===== src/hdl/lcc_pkg.sv =====
package lcc_pkg;

	localparam int unsigned LCC_QUEUE_DEPTH = 4;

	localparam logic [7:0] CMD_SET_ADDR = 8'h80;
	localparam logic [7:0] CMD_CLEAR    = 8'h01;
	localparam logic [7:0] CHAR_SPACE   = 8'h20;

	localparam logic [7:0] CH_BS  = 8'h08;
	localparam logic [7:0] CH_TAB = 8'h09;
	localparam logic [7:0] CH_LF  = 8'h0A;
	localparam logic [7:0] CH_VT  = 8'h0B;
	localparam logic [7:0] CH_FF  = 8'h0C;
	localparam logic [7:0] CH_CR  = 8'h0D;

	typedef enum logic [1:0] {
		OP_ADDR,
		OP_DATA,
		OP_CLEAR,
		OP_BACKSPACE
	} op_kind_t;

	typedef struct packed {
		op_kind_t   kind;
		logic [7:0] lcd_byte;
	} op_t;

	typedef enum logic [1:0] {
		BK_FIRST,
		BK_SPACE,
		BK_ADDR2
	} bk_state_t;

endpackage


===== src/hdl/lcc_front.sv =====
module lcc_front
	import lcc_pkg::*;
(
	input  logic       clk,
	input  logic       arst_n,
	input  logic       s_tvalid,
	output logic       s_tready,
	input  logic [7:0] s_tdata,
	input  logic       q_full,
	output logic       q_push,
	output op_t        q_op
);

	logic       row_q;
	logic [3:0] col_q;
	logic       nrow;
	logic [3:0] ncol;
	op_kind_t   kind;

	always_comb begin
		nrow = row_q;
		ncol = col_q;
		kind = OP_ADDR;
		case (s_tdata)
			CH_LF: begin
				nrow = ~row_q;
				ncol = 4'd0;
			end
			CH_TAB: begin
				ncol = (col_q + 4'd4) & 4'hC;
			end
			CH_VT: begin
				nrow = ~row_q;
			end
			CH_BS: begin
				kind = OP_BACKSPACE;
				if (col_q != 4'd0) begin
					ncol = col_q - 4'd1;
				end
			end
			CH_CR: begin
				ncol = 4'd0;
			end
			CH_FF: begin
				kind = OP_CLEAR;
				nrow = 1'b0;
				ncol = 4'd0;
			end
			default: begin
				kind = OP_DATA;
				ncol = col_q + 4'd1;
			end
		endcase
	end

	always_comb begin
		q_op.kind = kind;
		case (kind)
			OP_DATA:  q_op.lcd_byte = s_tdata;
			OP_CLEAR: q_op.lcd_byte = CMD_CLEAR;
			default:  q_op.lcd_byte = CMD_SET_ADDR | {1'b0, nrow, 2'b00, ncol};
		endcase
	end

	assign s_tready = ~q_full;
	assign q_push   = s_tvalid & ~q_full;

	always_ff @(posedge clk or negedge arst_n) begin
		if (!arst_n) begin
			row_q <= 1'b0;
			col_q <= 4'd0;
		end else if (q_push) begin
			row_q <= nrow;
			col_q <= ncol;
		end
	end

endmodule


===== src/hdl/lcc_queue.sv =====
module lcc_queue
	import lcc_pkg::*;
#(
	parameter int unsigned DEPTH = LCC_QUEUE_DEPTH
) (
	input  logic clk,
	input  logic arst_n,
	input  logic push,
	input  op_t  push_op,
	input  logic pop,
	output logic full,
	output logic empty,
	output op_t  head_op
);

	localparam int unsigned PW = (DEPTH > 1) ? $clog2(DEPTH) : 1;
	localparam int unsigned CW = $clog2(DEPTH + 1);
	localparam logic [PW-1:0] LAST_PTR = PW'(DEPTH - 1);
	localparam logic [CW-1:0] FULL_CNT = CW'(DEPTH);

	op_t           mem [DEPTH];
	logic [PW-1:0] wr_ptr_q;
	logic [PW-1:0] rd_ptr_q;
	logic [CW-1:0] count_q;
	logic          do_pop;

	assign full    = (count_q == FULL_CNT);
	assign empty   = (count_q == '0);
	assign do_pop  = pop & ~empty;
	assign head_op = mem[rd_ptr_q];

	always_ff @(posedge clk) begin
		if (push) begin
			mem[wr_ptr_q] <= push_op;
		end
	end

	always_ff @(posedge clk or negedge arst_n) begin
		if (!arst_n) begin
			wr_ptr_q <= '0;
			rd_ptr_q <= '0;
			count_q  <= '0;
		end else begin
			if (push) begin
				wr_ptr_q <= (wr_ptr_q == LAST_PTR) ? '0 : wr_ptr_q + PW'(1);
			end
			if (do_pop) begin
				rd_ptr_q <= (rd_ptr_q == LAST_PTR) ? '0 : rd_ptr_q + PW'(1);
			end
			case ({push, do_pop})
				2'b10:   count_q <= count_q + CW'(1);
				2'b01:   count_q <= count_q - CW'(1);
				default: count_q <= count_q;
			endcase
		end
	end

endmodule


===== src/hdl/lcc_back.sv =====
module lcc_back
	import lcc_pkg::*;
(
	input  logic       clk,
	input  logic       arst_n,
	input  logic       q_empty,
	input  op_t        q_head,
	output logic       q_pop,
	output logic       m_tvalid,
	input  logic       m_tready,
	output logic [7:0] m_tdata,
	output logic       m_tlast,
	output logic [1:0] m_tuser
);

	bk_state_t  state_q;
	bk_state_t  state_nx;
	logic       load;
	logic       fire;
	logic       w_data;
	logic [7:0] w_byte;
	logic       w_slow;
	logic       w_last;

	logic       m_tvalid_q;
	logic [7:0] m_byte_q;
	logic       m_data_q;
	logic       m_slow_q;
	logic       m_last_q;

	assign load = ~m_tvalid_q | m_tready;
	assign fire = load & ~q_empty;

	always_comb begin
		state_nx = state_q;
		if (fire) begin
			case (state_q)
				BK_FIRST: state_nx = (q_head.kind == OP_BACKSPACE) ? BK_SPACE : BK_FIRST;
				BK_SPACE: state_nx = BK_ADDR2;
				BK_ADDR2: state_nx = BK_FIRST;
				default:  state_nx = BK_FIRST;
			endcase
		end
	end

	always_comb begin
		w_data = 1'b0;
		w_byte = q_head.lcd_byte;
		w_slow = 1'b0;
		w_last = 1'b1;
		case (state_q)
			BK_FIRST: begin
				w_data = (q_head.kind == OP_DATA);
				w_slow = (q_head.kind == OP_CLEAR);
				w_last = (q_head.kind != OP_BACKSPACE);
			end
			BK_SPACE: begin
				w_data = 1'b1;
				w_byte = CHAR_SPACE;
				w_last = 1'b0;
			end
			BK_ADDR2: begin
				w_last = 1'b1;
			end
			default: begin
				w_last = 1'b1;
			end
		endcase
	end

	assign q_pop = fire & w_last;

	always_ff @(posedge clk or negedge arst_n) begin
		if (!arst_n) begin
			state_q    <= BK_FIRST;
			m_tvalid_q <= 1'b0;
		end else begin
			state_q <= state_nx;
			if (load) begin
				m_tvalid_q <= ~q_empty;
			end
		end
	end

	always_ff @(posedge clk) begin
		if (fire) begin
			m_byte_q <= w_byte;
			m_data_q <= w_data;
			m_slow_q <= w_slow;
			m_last_q <= w_last;
		end
	end

	assign m_tvalid = m_tvalid_q;
	assign m_tdata  = m_byte_q;
	assign m_tlast  = m_last_q;
	assign m_tuser  = {m_slow_q, m_data_q};

endmodule


===== src/hdl/lcd_control_char_cursor.sv =====
// channel  | dir | tdata            | tuser                         | tlast
// s        | in  | [7:0] char_code  | -                             | -
// m        | out | [7:0] lcd_byte   | [0] is_data, [1] slow_command | last
//
// a character is taken every cycle while the op queue has room
// each character gives one lcd write, backspace gives three
// the output stage sends one write per cycle while m_tready is high, so
// throughput is one character per cycle, lower for backspace runs
// reset puts the cursor at row 0 column 0 and empties the queue
// a stalled m side fills the queue, then s_tready drops
module lcd_control_char_cursor
	import lcc_pkg::*;
#(
	parameter int unsigned QUEUE_DEPTH = LCC_QUEUE_DEPTH
) (
	input  logic       clk,
	input  logic       arst_n,
	input  logic       s_tvalid,
	output logic       s_tready,
	input  logic [7:0] s_tdata,   // [7:0] char_code
	output logic       m_tvalid,
	input  logic       m_tready,
	output logic [7:0] m_tdata,   // [7:0] lcd_byte
	output logic       m_tlast,
	output logic [1:0] m_tuser    // [0] is_data, [1] slow_command
);

	logic q_full;
	logic q_empty;
	logic q_push;
	logic q_pop;
	op_t  push_op;
	op_t  head_op;

	lcc_front u_front (
		.clk      (clk),
		.arst_n   (arst_n),
		.s_tvalid (s_tvalid),
		.s_tready (s_tready),
		.s_tdata  (s_tdata),
		.q_full   (q_full),
		.q_push   (q_push),
		.q_op     (push_op)
	);

	lcc_queue #(
		.DEPTH (QUEUE_DEPTH)
	) u_queue (
		.clk     (clk),
		.arst_n  (arst_n),
		.push    (q_push),
		.push_op (push_op),
		.pop     (q_pop),
		.full    (q_full),
		.empty   (q_empty),
		.head_op (head_op)
	);

	lcc_back u_back (
		.clk      (clk),
		.arst_n   (arst_n),
		.q_empty  (q_empty),
		.q_head   (head_op),
		.q_pop    (q_pop),
		.m_tvalid (m_tvalid),
		.m_tready (m_tready),
		.m_tdata  (m_tdata),
		.m_tlast  (m_tlast),
		.m_tuser  (m_tuser)
	);

endmodule


===== config.mk =====
export PLATFORM = sky130hd
export DESIGN_NAME = lcd_control_char_cursor
export DESIGN_NICKNAME = d
export VERILOG_FILES = /design/src/hdl/lcc_pkg.sv /design/src/hdl/lcc_front.sv /design/src/hdl/lcc_queue.sv /design/src/hdl/lcc_back.sv /design/src/hdl/lcd_control_char_cursor.sv
export SDC_FILE = /design/constraint.sdc
export NUM_CORES = 1
export LEC_CHECK = 0
export BUFFER_PORTS_ARGS = -buffer_cell sky130_fd_sc_hd__buf_2
export CAP_MARGIN = 20
export CORE_UTILIZATION = 59
export DETAILED_ROUTE_END_ITERATION = 10
export MAX_ROUTING_LAYER = met4
export PLACE_DENSITY = 0.79
export SYNTH_ARGS = -nofsm -noshare
export SYNTH_HDL_FRONTEND = slang
export SYNTH_SLANG_ARGS = --single-unit

===== constraint.sdc =====
create_clock -name clk -period 3.5 [get_ports clk]
set_clock_uncertainty 0.2 [all_clocks]
set_input_delay 0.7 -clock clk [delete_from_list [all_inputs] [get_ports clk]]
set_output_delay 0.7 -clock clk [all_outputs]
set_load 0.005 [all_outputs]

Word level (Yosys, flattened, before mapping)
Memory sizes are Yosys's and may differ from the RTL's.
Cells that the tools add are included.

word-level totals
  input bits = 12
  output and inout port bits = 13
  memories = 1
  RAM bits = 40
  memory bits (read-only) = 0
  latch bits = 0
  bits in registers = 26

cells by class
  multiply operators = 0
  multiplexer cells = 14
  equality and inequality tests = 18
  div/mod/pow operators = 0
  shift operators = 0
  bitwise logic cells = 9
  order comparisons = 0
  reduce and logical (&&, ||, !) cells = 7
  add/subtract/negate cells = 7

memories
  memory       words  bits a word  rd ports  clocked after Yosys merged registers in  wr ports  line             source
  u_queue.mem  4      10           1         0                                        1         lcc_queue.sv:21  op_t mem [DEPTH];

operator list
  operator                                                            number
  8-bit by 4-bit == test with 1-bit output, second input constant     6
  4-bit one-hot mux with 4 select lines                               1
  8-bit one-hot mux with 2 select lines                               1
  2-bit == test, second input constant                                6
  2-bit by 1-bit == test with 1-bit output, second input constant     4
  1-bit one-hot mux with 2 select lines                               3
  2-bit one-hot mux with 3 select lines                               1
  3-bit one-hot mux with 2 select lines                               1
  2-bit by 1-bit adder with 2-bit output, second input constant       2
  4-bit by 1-bit adder with 4-bit output, second input constant       1
  4-bit by 3-bit adder with 4-bit output, second input constant       1
  1-bit bitwise AND                                                   4
  2-bit 2-to-1 mux                                                    2
  4-bit 2-to-1 mux                                                    1
  1-bit NOT                                                           4
  2-bit one-hot mux with 2 select lines                               1
  4-bit nonzero test                                                  1
  4-bit OR reduction                                                  1
  4-bit by 1-bit subtractor with 4-bit output, second input constant  1
  3-bit by 1-bit adder with 3-bit output, second input constant       1
  3-bit == test, second input constant                                1
  3-bit zero test                                                     1
  1-bit 2-to-1 mux                                                    3
  3-bit OR reduction                                                  1
  other kinds (6)                                                     6

Depth between registers and ports, before layout
Gate-level depths: netlist (run 1).

  word-level depth = 7
  mapped depth = 11
  gate-level depth less buffers = 10

Hierarchy
Synthesis (run 1) repeated with hierarchy kept, for this count alone.

unflattened totals
  cell total of the unflattened synthesis = 224
  area, all modules = 3126.7 sq um

modules (own cells, without submodules)
  module     instances  area an instance (sq um)  cells each
  lcc_queue  1          1888.1                    92
  lcc_front  1          659.4                     91
  lcc_back   1          579.3                     41

Worst setup path before layout (run 1)
OpenSTA, ideal clock, no wires.

  path type = input -> register
  from = input m_tready
  to = register u_queue.count_q[2]
  arrival time = 2.805 ns
  cell stages on the path = 10
  data required time = 3.221 ns
  slack = 0.416 ns
  path through = inv_1 a21oi_1 o21ai_1 inv_1 ha_1 inv_1 fa_1 xor2_1 nor2_1 xor2_1

between the ends
  longest elaborated chain between the ends = 6
  elaborated cells between the ends (all ways) = 8

ends and longest elaborated chain
  item                                                                         line                           source
  from (decl)                                                                  lcd_control_char_cursor.sv:22  input logic m_tready,
  1-bit OR (*)                                                                 lcc_back.sv:31                 assign load = ~m_tvalid_q | m_tready;
  1-bit bitwise AND (*)                                                        lcc_back.sv:32                 assign fire = load & ~q_empty;
  via u_back.fire                                                              lcc_back.sv:19                 logic fire;
  1-bit bitwise AND (*)                                                        lcc_back.sv:71                 assign q_pop = fire & w_last;
  1-bit bitwise AND (*)                                                        lcc_queue.sv:29                assign do_pop = pop & ~empty;
  via u_queue.do_pop                                                           lcc_queue.sv:25                logic do_pop;
  2-bit by 1-bit == test with 1-bit output or 2-bit == test (tied branches)    lcc_queue.sv:50                case ({push, do_pop})
  3-bit one-hot mux with 2 select lines or 2-bit nonzero test (tied branches)  n/a
  to (signal assigned)                                                         lcc_queue.sv:51                2'b10: count_q <= count_q + CW'(1);
  to (signal assigned)                                                         lcc_queue.sv:52                2'b01: count_q <= count_q - CW'(1);
  to (signal assigned)                                                         lcc_queue.sv:53                default: count_q <= count_q;
  to (decl)                                                                    lcc_queue.sv:24                logic [CW-1:0] count_q;

The timed path passes the listed nets; every way through them passes the cells marked *.
A chain may end at the register's enable or synchronous reset.

Final worst setup path (run 1)
  from = register u_queue.rd_ptr_q[0]
  to = register u_queue.count_q[2]

between the ends
  longest elaborated chain between the ends = 7
  elaborated cells between the ends (all ways) = 9

ends and longest elaborated chain
  item                                                                         line             source
  from (decl)                                                                  lcc_queue.sv:23  logic [PW-1:0] rd_ptr_q;
  from (signal assigned)                                                       lcc_queue.sv:48  rd_ptr_q <= (rd_ptr_q == LAST_PTR) ? '0 : rd_ptr_q + PW'(1);
  memory 4 x 10 bit (*)                                                        n/a
  2-bit inequality test (*)                                                    lcc_back.sv:55   w_last = (q_head.kind != OP_BACKSPACE);
  1-bit one-hot mux with 2 select lines (*)                                    lcc_back.sv:51   case (state_q)
  1-bit bitwise AND (*)                                                        lcc_back.sv:71
  1-bit bitwise AND (*)                                                        lcc_queue.sv:29
  via u_queue.do_pop                                                           lcc_queue.sv:25
  2-bit by 1-bit == test with 1-bit output or 2-bit == test (tied branches)    lcc_queue.sv:50
  3-bit one-hot mux with 2 select lines or 2-bit nonzero test (tied branches)  n/a

Marks and branches as above.

==> results summary, run 1 <==
Among all stages on the critical path, the largest delay is contributed by sky130_fd_sc_hd__mux4_2. The flow ran to the end, and the final reports show no timing, DRC or antenna violations. The maximum number of pins on one net before global-route repair came out at 16. Power spread over the standard cell area amounts to 810 nW/um2.

The area of the multi-input gates is 1020 um2. 25 I/O pins were placed. The wire length reported by the detailed router came out at 5.41 mm. In this run the worst path has a maximum fanout of 6. The overall die height came out at 74.1 um. The number of H-tree branching levels came out at 3. The worst path arrival time came out at 2.93 ns.

The final antenna diode count is 0. The synthesized cell area came out at 3070 um2. STA classifies the critical path startpoint as a flip-flop. The number of storage elements in the synthesis netlist came out at 66. After synthesis, the largest area contributor takes up 49.9% of total cell area. The critical path in this run is classified as flip-flop to flip-flop. The detail-routed via count per cell came out at 5.69. The later pin in the worst-skew pair is clocked with a latency of 0.33 ns. STA classifies the critical path endpoint as a flip-flop. The fill cell instance count of the final layout is 325. The total core area came out at 4850 um2. The number of standard cells after synthesis came out at 217. The number of library cell types mapped by synthesis is 49.

The peak supply drop is 0.459 mV. The count of final hold-check violations came to 0. The final standard cell utilization of the core came out at 70.1%.

At the end of the flow, the number of nets in the layout was 264. The count of unresolved DRC violations after routing is 0. The remaining number of nets flagged by the antenna check after routing is 0. The clock-pin slew on the worst setup and hold paths is 0.07 ns.

The floorplan step set the die width to 74.1 um. The signal on the critical path passes through mux4_2, a21oi_1, o21ai_1, inv_1, ha_1, inv_1, fa_1, xor2_1, nor2_1, xor2_1. The slew at the pin closest to its max-slew limit came out at 0.625 ns. TritonCTS built the clock tree. During synthesis, Yosys emitted a total of 0 warnings. The power after layout is 2.75 mW. The average size of a mapped cell is 14.1 um2. In the synthesized netlist, the cells that appear most often are sky130_fd_sc_hd__edfxtp_1, sky130_fd_sc_hd__inv_1, sky130_fd_sc_hd__dfrtp_1. In this run the clock root is driven by a sky130_fd_sc_hd__clkbuf_8. The share of post-route cells with drive strength above 1 came out at 23.5%.

The library cell with the highest instance count after synthesis is sky130_fd_sc_hd__edfxtp_1. Routability-driven placement finished with a final weighted congestion of 0.965. For the worst setup path, the data required time is 3.56 ns. For this design, the CTS-stage hold fixing added 0 buffers.

From synthesis to final layout, the design area changed by 10.8%. In this run the static leakage power is 1.31 nW. In the synthesized netlist the dominant register cell turns out to be sky130_fd_sc_hd__edfxtp_1. The number of nets handed over by synthesis was 239. The effective utilization at floorplan is 63.3%. The initial antenna violation count came out at 0. The row count came out at 25. The total number of vias came out at 1786. The final-report max-slew violation count is 0. The maximum buffer depth of the clock tree is 2. The post-CTS setup-driven buffer insertion count came out at 0. The number of port buffers came out at 24. Timing would allow up to 349 MHz. Registers take 1910 um2. The via count of the first global-routing pass is 1832.

The post-route setup TNS is 0 ns. Global routing used 24.1% of the available tracks. The count of TritonRoute iterations in the first routing pass is 4. The mean routed wirelength per cell is 17.2 um. The sequential fraction of the synthesis area is 62.2%. The reported max-cap violation count is 0. The final global-route overflow total is 0.

The clock net sink count came out at 66. The number of CTS-inserted buffers came out at 9. Of all flip-flops after synthesis, the portion carrying an async set or reset was 22.7%.

The die covers 5490 um2. In the post-synthesis netlist, the biggest area contributors are sky130_fd_sc_hd__edfxtp_1, sky130_fd_sc_hd__dfrtp_1, sky130_fd_sc_hd__mux4_2. The stage delay of the slowest cell on the critical path is 0.59 ns. The type of the most critical hold path is input pin to asynchronous set/reset pin.

Setup repair after global routing left no endpoint under its margin. The worst path in the final design needs a cycle of 2.86 ns, including I/O delays and setup. The first-iteration detailed-routing DRC count is 136. The worst pin sits at a relative slew slack of 58.1%. The setup violation total in the final timing report is 0. The number of synthesized flops with an enable pin is 51. The largest total area in the synthesized netlist belongs to sky130_fd_sc_hd__edfxtp_1. Detailed placement finished with a half-perimeter wire length of 3.72 mm. The first-pass GRT wire length came out at 8.98 mm. In the finished design, the share of the clock period the worst path needs comes to 81.9%. The number of cells upsized or downsized after cts came out at 0.
[state kept, by name, indices dropped and copies added, names as in the netlist]
signal            cells
u_back.m_tvalid       1
u_back.m_tlast        1
u_queue.rd_ptr_q      2
u_front.row_q         1
u_back.m_tdata        8
u_back.m_slow_q       1
u_front.col_q         4
u_queue.count_q       3
u_queue.wr_ptr_q      2
u_back.m_data_q       1
u_queue.mem          40
u_back.state_q        2
[area by class of cell]
cell class | instances | area share, %
multi-input combinational | 122 | 30.1
clock inverter | 5 | 1.62
sequential | 66 | 56.1
inverter | 17 | 1.88
clock buffer | 11 | 3.87
tap | 67 | 2.47
timing repair buffer | 26 | 3.98
[cell families (layout without fill, tap and decap cells)]
kind of cell	Yosys count	after routing	share of synthesized area [%]
DFF	66	66	62.2
AOI/OAI and AO/OA	39	39	8.04
xor gates and xnor gates	6	6	1.71
muxes	16	16	9.38
adders and majority gates	10	10	4.32
and+or+nand+nor	51	51	9.87
buffers and inverters	29	59	4.49
[metrics by stage]
stage	hold slack [ns]	setup slack [ns]	area [um2]	std cells
floorplan	0.204	0.416	3070	217
global placement	0.293	0.713	3210	298
detailed placement	0.290	0.573	3210	298
CTS	0.0734	0.590	3400	314
global route	0.0878	0.422	3400	314
finish	0.0714	0.635	3400	314
[power breakdown]
part / switching (mW) / internal [mW] / total [mW]
clock: 0.274 / 0.327 / 0.601
combinational: 0.438 / 0.426 / 0.864
sequential: 0.161 / 1.13 / 1.29
[placed cells by master, fill, tap and decap left out, drive strengths merged, types with 2 or more instances in the layout]
master	instances
a2111oi	2
a31oi	2
xor2	2
inv	17
nor3	4
clkbuf	11
mux4	10
mux2	2
o21bai	2
mux2i	4
nand2	9
a211o	2
nor2	8
ha	9
o31ai	2
nor2b	9
dfrtp	15
o21ai	14
clkinvlp	2
clkinv	2
or2	2
nand3	2
buf	26
and3	7
nor4	2
a21oi	8
xnor2	4
edfxtp	51
and2	2
[final timing paths]
path	from	to	slack, ns	cells past startpoint
worst max-delay path	u_queue.rd_ptr_q[0]$_DFFE_PN0P_	u_queue.count_q[2]$_DFFE_PN0P_	0.64	10
worst min-delay path	arst_n	u_queue.rd_ptr_q[1]$_DFFE_PN0P_	0.07	1
worst max register to register	u_queue.rd_ptr_q[0]$_DFFE_PN0P_	u_queue.count_q[2]$_DFFE_PN0P_	0.64	10
worst min register to register	u_queue.count_q[2]$_DFFE_PN0P_	u_queue.count_q[2]$_DFFE_PN0P_	0.31	1
max in group asynchronous	arst_n	u_front.col_q[3]$_DFFE_PN0P_	2.75	1
min in group clk	u_queue.count_q[2]$_DFFE_PN0P_	u_queue.count_q[2]$_DFFE_PN0P_	0.31	1
[worst max-delay path: cells and delay by family, from the launching register on]
family | cells | cell delay [ns]
flops | 1 | 0.54
mux | 1 | 0.59
simple gates | 1 | 0.11
compound gates | 2 | 0.35
buf+inv | 2 | 0.16
fa+ha+maj | 2 | 0.56
xor+xnor | 2 | 0.29
[per-layer routing]
layer,track usage [%],wire [um]
met5,-,0
met2,38.1,2770
met3,6.78,263
met4,8.76,76
met1,29.8,2300
No activity file was read; power rests on OpenSTA's default activity.
==> run 2: changes to the inputs <==
ABC_AREA = 1   (was not set)
CORE_UTILIZATION = 54   (was 59)
PLACE_DENSITY = 0.76   (was 0.79)
clock period = 2.5 ns   (was 3.5 ns; I/O delays follow)
==> results summary, run 2 <==
The synthesized design devotes to its leading area cell type 46.8% of total area. The first-pass GRT wire length is 10.6 mm. The count of unresolved DRC violations after routing is 0. Including well taps, the total number of placed cells is 416.

The post-layout worst setup margin came out at 0.0735 ns. Counting distinct cell types in the post-synthesis netlist gives 35. The share of power burned in the clock network came out at 21.5%. Ranked by total cell area, the synthesized netlist is headed by sky130_fd_sc_hd__edfxtp_1, sky130_fd_sc_hd__dfrtp_1, sky130_fd_sc_hd__nor2_1.

In this run, synthesis produced a sequential element count of 66. For this run, the share of the core covered by cells in the final layout is 66.6%. The placer congestion estimate came out at 0.868. At the pin with the least slew margin, the transition time is 0.341 ns. The count of final hold-check violations is 0. At the worst endpoint, the required time is 2.52 ns. For this run, the slowest stage of the critical path takes 0.45 ns. Clock-pin slew was measured on the worst setup and hold paths at 0.08 ns. The die is 79.8 um wide. The average size of a mapped cell is 10.3 um2. The worst path arrival time is 2.44 ns. The fill cell instance count of the final layout came out at 429. The signed area change from the synthesized netlist to the final layout is 15.5%. The remaining number of nets flagged by the antenna check after routing came out at 0. The synthesized cell area came out at 3270 um2. The total core area is 5680 um2. The async set-or-reset flop fraction in the synthesized netlist is 22.7%. The internal power component came out at 2.85 mW. For this run, the number of Yosys warnings is 0. The fraction of the cycle the final worst path needs is 97.1%.

The CTS tree is yes. The sequential group share of total power came out at 39.0%. The category of cells accounting for the largest share of critical-path delay is adder cells. The floorplan step set the die height to 79.8 um.

For the finished layout, the period the worst path requires is 2.43 ns. The maximum fanout along the worst path is 6. Across the run, the number of max-cap violations was 0. The wire length reported by the detailed router is 6.39 mm. The final cell count without fillers is 435. Among all stages on the critical path, the largest delay is contributed by sky130_fd_sc_hd__dfrtp_2. The effective utilization at floorplan came out at 57.6%.

The HPWL reported at the end of detailed placement came out at 4.40 mm. The switching power is 1.69 mW. Walking the worst path, the cells encountered are buf_6, nand2_1, nand3_2, nand2_4, nor2_4, nand2_4, nand3_4, inv_2, ha_2, inv_2, fa_2, a21oi_2, o21ai_2, xor2_1.

The number of flip-flops under the largest register name came out at 40. The final-report max-slew violation count was 0. Ranked by flip-flop count, first place goes to u_queue.mem. The count of TritonRoute iterations in the first routing pass is 4.

In the final layout, the multi-input gates occupy 1180 um2. The path type of the worst setup path is flip-flop to flip-flop. In this run, CTS created clock tree buffers numbering 9. The root buffer cell is sky130_fd_sc_hd__clkbuf_8. The area occupied by registers is 1910 um2.

The clock reaches the later pin of the worst-skew pair after 0.34 ns. The highest clock rate is 412 MHz. The kind of capture point of the worst setup path is a flip-flop. The mean routed wirelength per cell came out at 14.7 um. The critical path contains buffers and inverters numbering 3 combined. The final global-route overflow total came out at 0. The placed instance area is 3510 um2. The worst pin sits at a relative slew slack of 77.1%. The number of port buffers came out at 24. The final non-filler cell area came out at 3780 um2. The detail-routed via count per cell came out at 5.27. The path class of the tightest hold or removal check is input pin to flip-flop. The share of post-route cells with drive strength above 1 came out at 27.8%.

Leaving out fill and tap cells, the most frequent cells in the layout are sky130_fd_sc_hd__nor2_1, sky130_fd_sc_hd__edfxtp_1, sky130_fd_sc_hd__nand2_1. Among all flip-flop cells after synthesis, the most frequent one is sky130_fd_sc_hd__edfxtp_1. The number of ports placed on the die boundary is 25.

The die area came out at 6370 um2. The via count of the first global-routing pass is 2274. By count the netlist is led by sky130_fd_sc_hd__edfxtp_1, sky130_fd_sc_hd__nor2_1, sky130_fd_sc_hd__nand2_1. The run finished with clean final reports. STA classifies the critical path startpoint as a flip-flop.

The post-synthesis net count came out at 340. Across every metal layer, demand over resource in global routing totals 23.3%. For this block, the via count after detailed routing is 2292. The clock tree synthesis step divided the H-tree into 3 levels. For this design the static power due to leakage is 1.61 nW. The biggest area contributor in the post-synthesis netlist is sky130_fd_sc_hd__edfxtp_1. Setup violations remaining at the end of the flow were counted as 0. In this run, the combinational gates consume 39.5% of the power. The number of synthesized flops with an enable pin came out at 51.

The number of standard cells after synthesis is 318. The clock net sink count came out at 66. The initial antenna violation count came out at 0.

For this design the ratio of total power to cell area is 1200 nW/um2. For this block, the initial DRC count from the detailed router was 181. The row count is 27. No sink is reached through more buffers than the 2 on the longest clock path.

The peak supply drop came out at 0.567 mV. The share of total power consumed by net switching is 37.2%. The sequential fraction of the synthesis area is 58.3%. The final antenna diode count came out at 0. At the placement stage, the worst setup path has a slack of 0.0516 ns. The net count reported at finish came out at 380.

The maximum number of pins on one net before global-route repair came out at 21.
[run 2: changes by cell type after synthesis, moves of 6 or more]
cell                      delta
sky130_fd_sc_hd__nor2_1     +44
sky130_fd_sc_hd__nand2_1    +36
sky130_fd_sc_hd__nand3_1    +13
sky130_fd_sc_hd__inv_1      +10
sky130_fd_sc_hd__mux4_2     -10
sky130_fd_sc_hd__nor2b_1     -9
sky130_fd_sc_hd__o21ai_0     +9
sky130_fd_sc_hd__and3_1      -7
sky130_fd_sc_hd__inv_2       +7
sky130_fd_sc_hd__nand4_1     +7
sky130_fd_sc_hd__nor2_2      +6
[run 2: path summary, 6_finish.rpt]
path                                            startpoint                              end  slack [ns]  cells past startpoint
hold reg to reg             u_queue.count_q[0]$_DFFE_PN0P_   u_queue.count_q[0]$_DFFE_PN0P_        0.30                      1
setup / recovery           u_queue.rd_ptr_q[0]$_DFFE_PN0P_   u_queue.count_q[2]$_DFFE_PN0P_        0.07                     14
setup reg to reg           u_queue.rd_ptr_q[0]$_DFFE_PN0P_   u_queue.count_q[2]$_DFFE_PN0P_        0.07                     14
min in group asynchronous                           arst_n     u_front.col_q[2]$_DFFE_PN0P_        0.41                      2
hold / removal                                  s_tdata[4]      u_queue.mem[0][4]$_DFFE_PP_        0.20                      1
max in group asynchronous                           arst_n  u_queue.rd_ptr_q[0]$_DFFE_PN0P_        1.41                      2
[run 2: per-stage QoR]
step	setup TNS [ns]	total power [mW]	hold slack, ns
global placement	0	3.38	0.229
global route	-0.0601	4.87	0.190
finish	0	4.55	0.201
detailed placement	0	3.48	0.227
CTS	0	4.46	0.192
floorplan	0	2.99	0.00441
[run 2: layout make-up]
| class | instances | share of cell area, % |
|---|---|---|
| clock inverters | 7 | 2.48 |
| flip-flops and latches | 66 | 50.5 |
| inverters | 36 | 3.74 |
| multi-input cells | 206 | 31.3 |
| repair buffers | 39 | 6.32 |
| well taps | 72 | 2.38 |
| clock buffers | 9 | 3.28 |
[run 2: cell families (layout without fill, tap and decap cells)]
| kind of cell | count (synthesis) | in the layout | synth area share [%] |
|---|---|---|---|
| adder cells (fa/ha/maj) | 10 | 10 | 4.06 |
| flip-flops | 66 | 66 | 58.3 |
| XOR/XNOR | 3 | 3 | 0.804 |
| AND/OR/NAND/NOR | 149 | 149 | 23.1 |
| buffers and inverters | 46 | 91 | 6.35 |
| AO/OA/AOI/OAI | 44 | 44 | 7.38 |
[run 2: power by group through the flow]
stage	sequential (mW)	clock (mW)	combinational [mW]
after floorplan	1.75	0	1.24
after global placement	1.77	0	1.61
after detailed placement	1.79	0	1.69
after CTS	1.77	0.983	1.71
after global routing	1.81	1.04	2.03
final	1.77	0.976	1.80
[run 2: what timing repair did]
item                       in CTS  in global routing
setup endpoints to repair       0                  2
resized for setup               0                 12
hold endpoints to repair       15                  0
buffers inserted                0                  2
hold buffers                    1                  0
[run 2: per-layer routing]
| layer | up-vias | global-route usage (%) | routed length [um] |
|---|---|---|---|
| met4 | 0 | 5.36 | 74 |
| li1 | 1150 | - | - |
| met1 | 1069 | 26.8 | 2640 |
| met3 | 8 | 5.83 | 275 |
| met5 | - | - | 0 |
| met2 | 65 | 41.0 | 3400 |
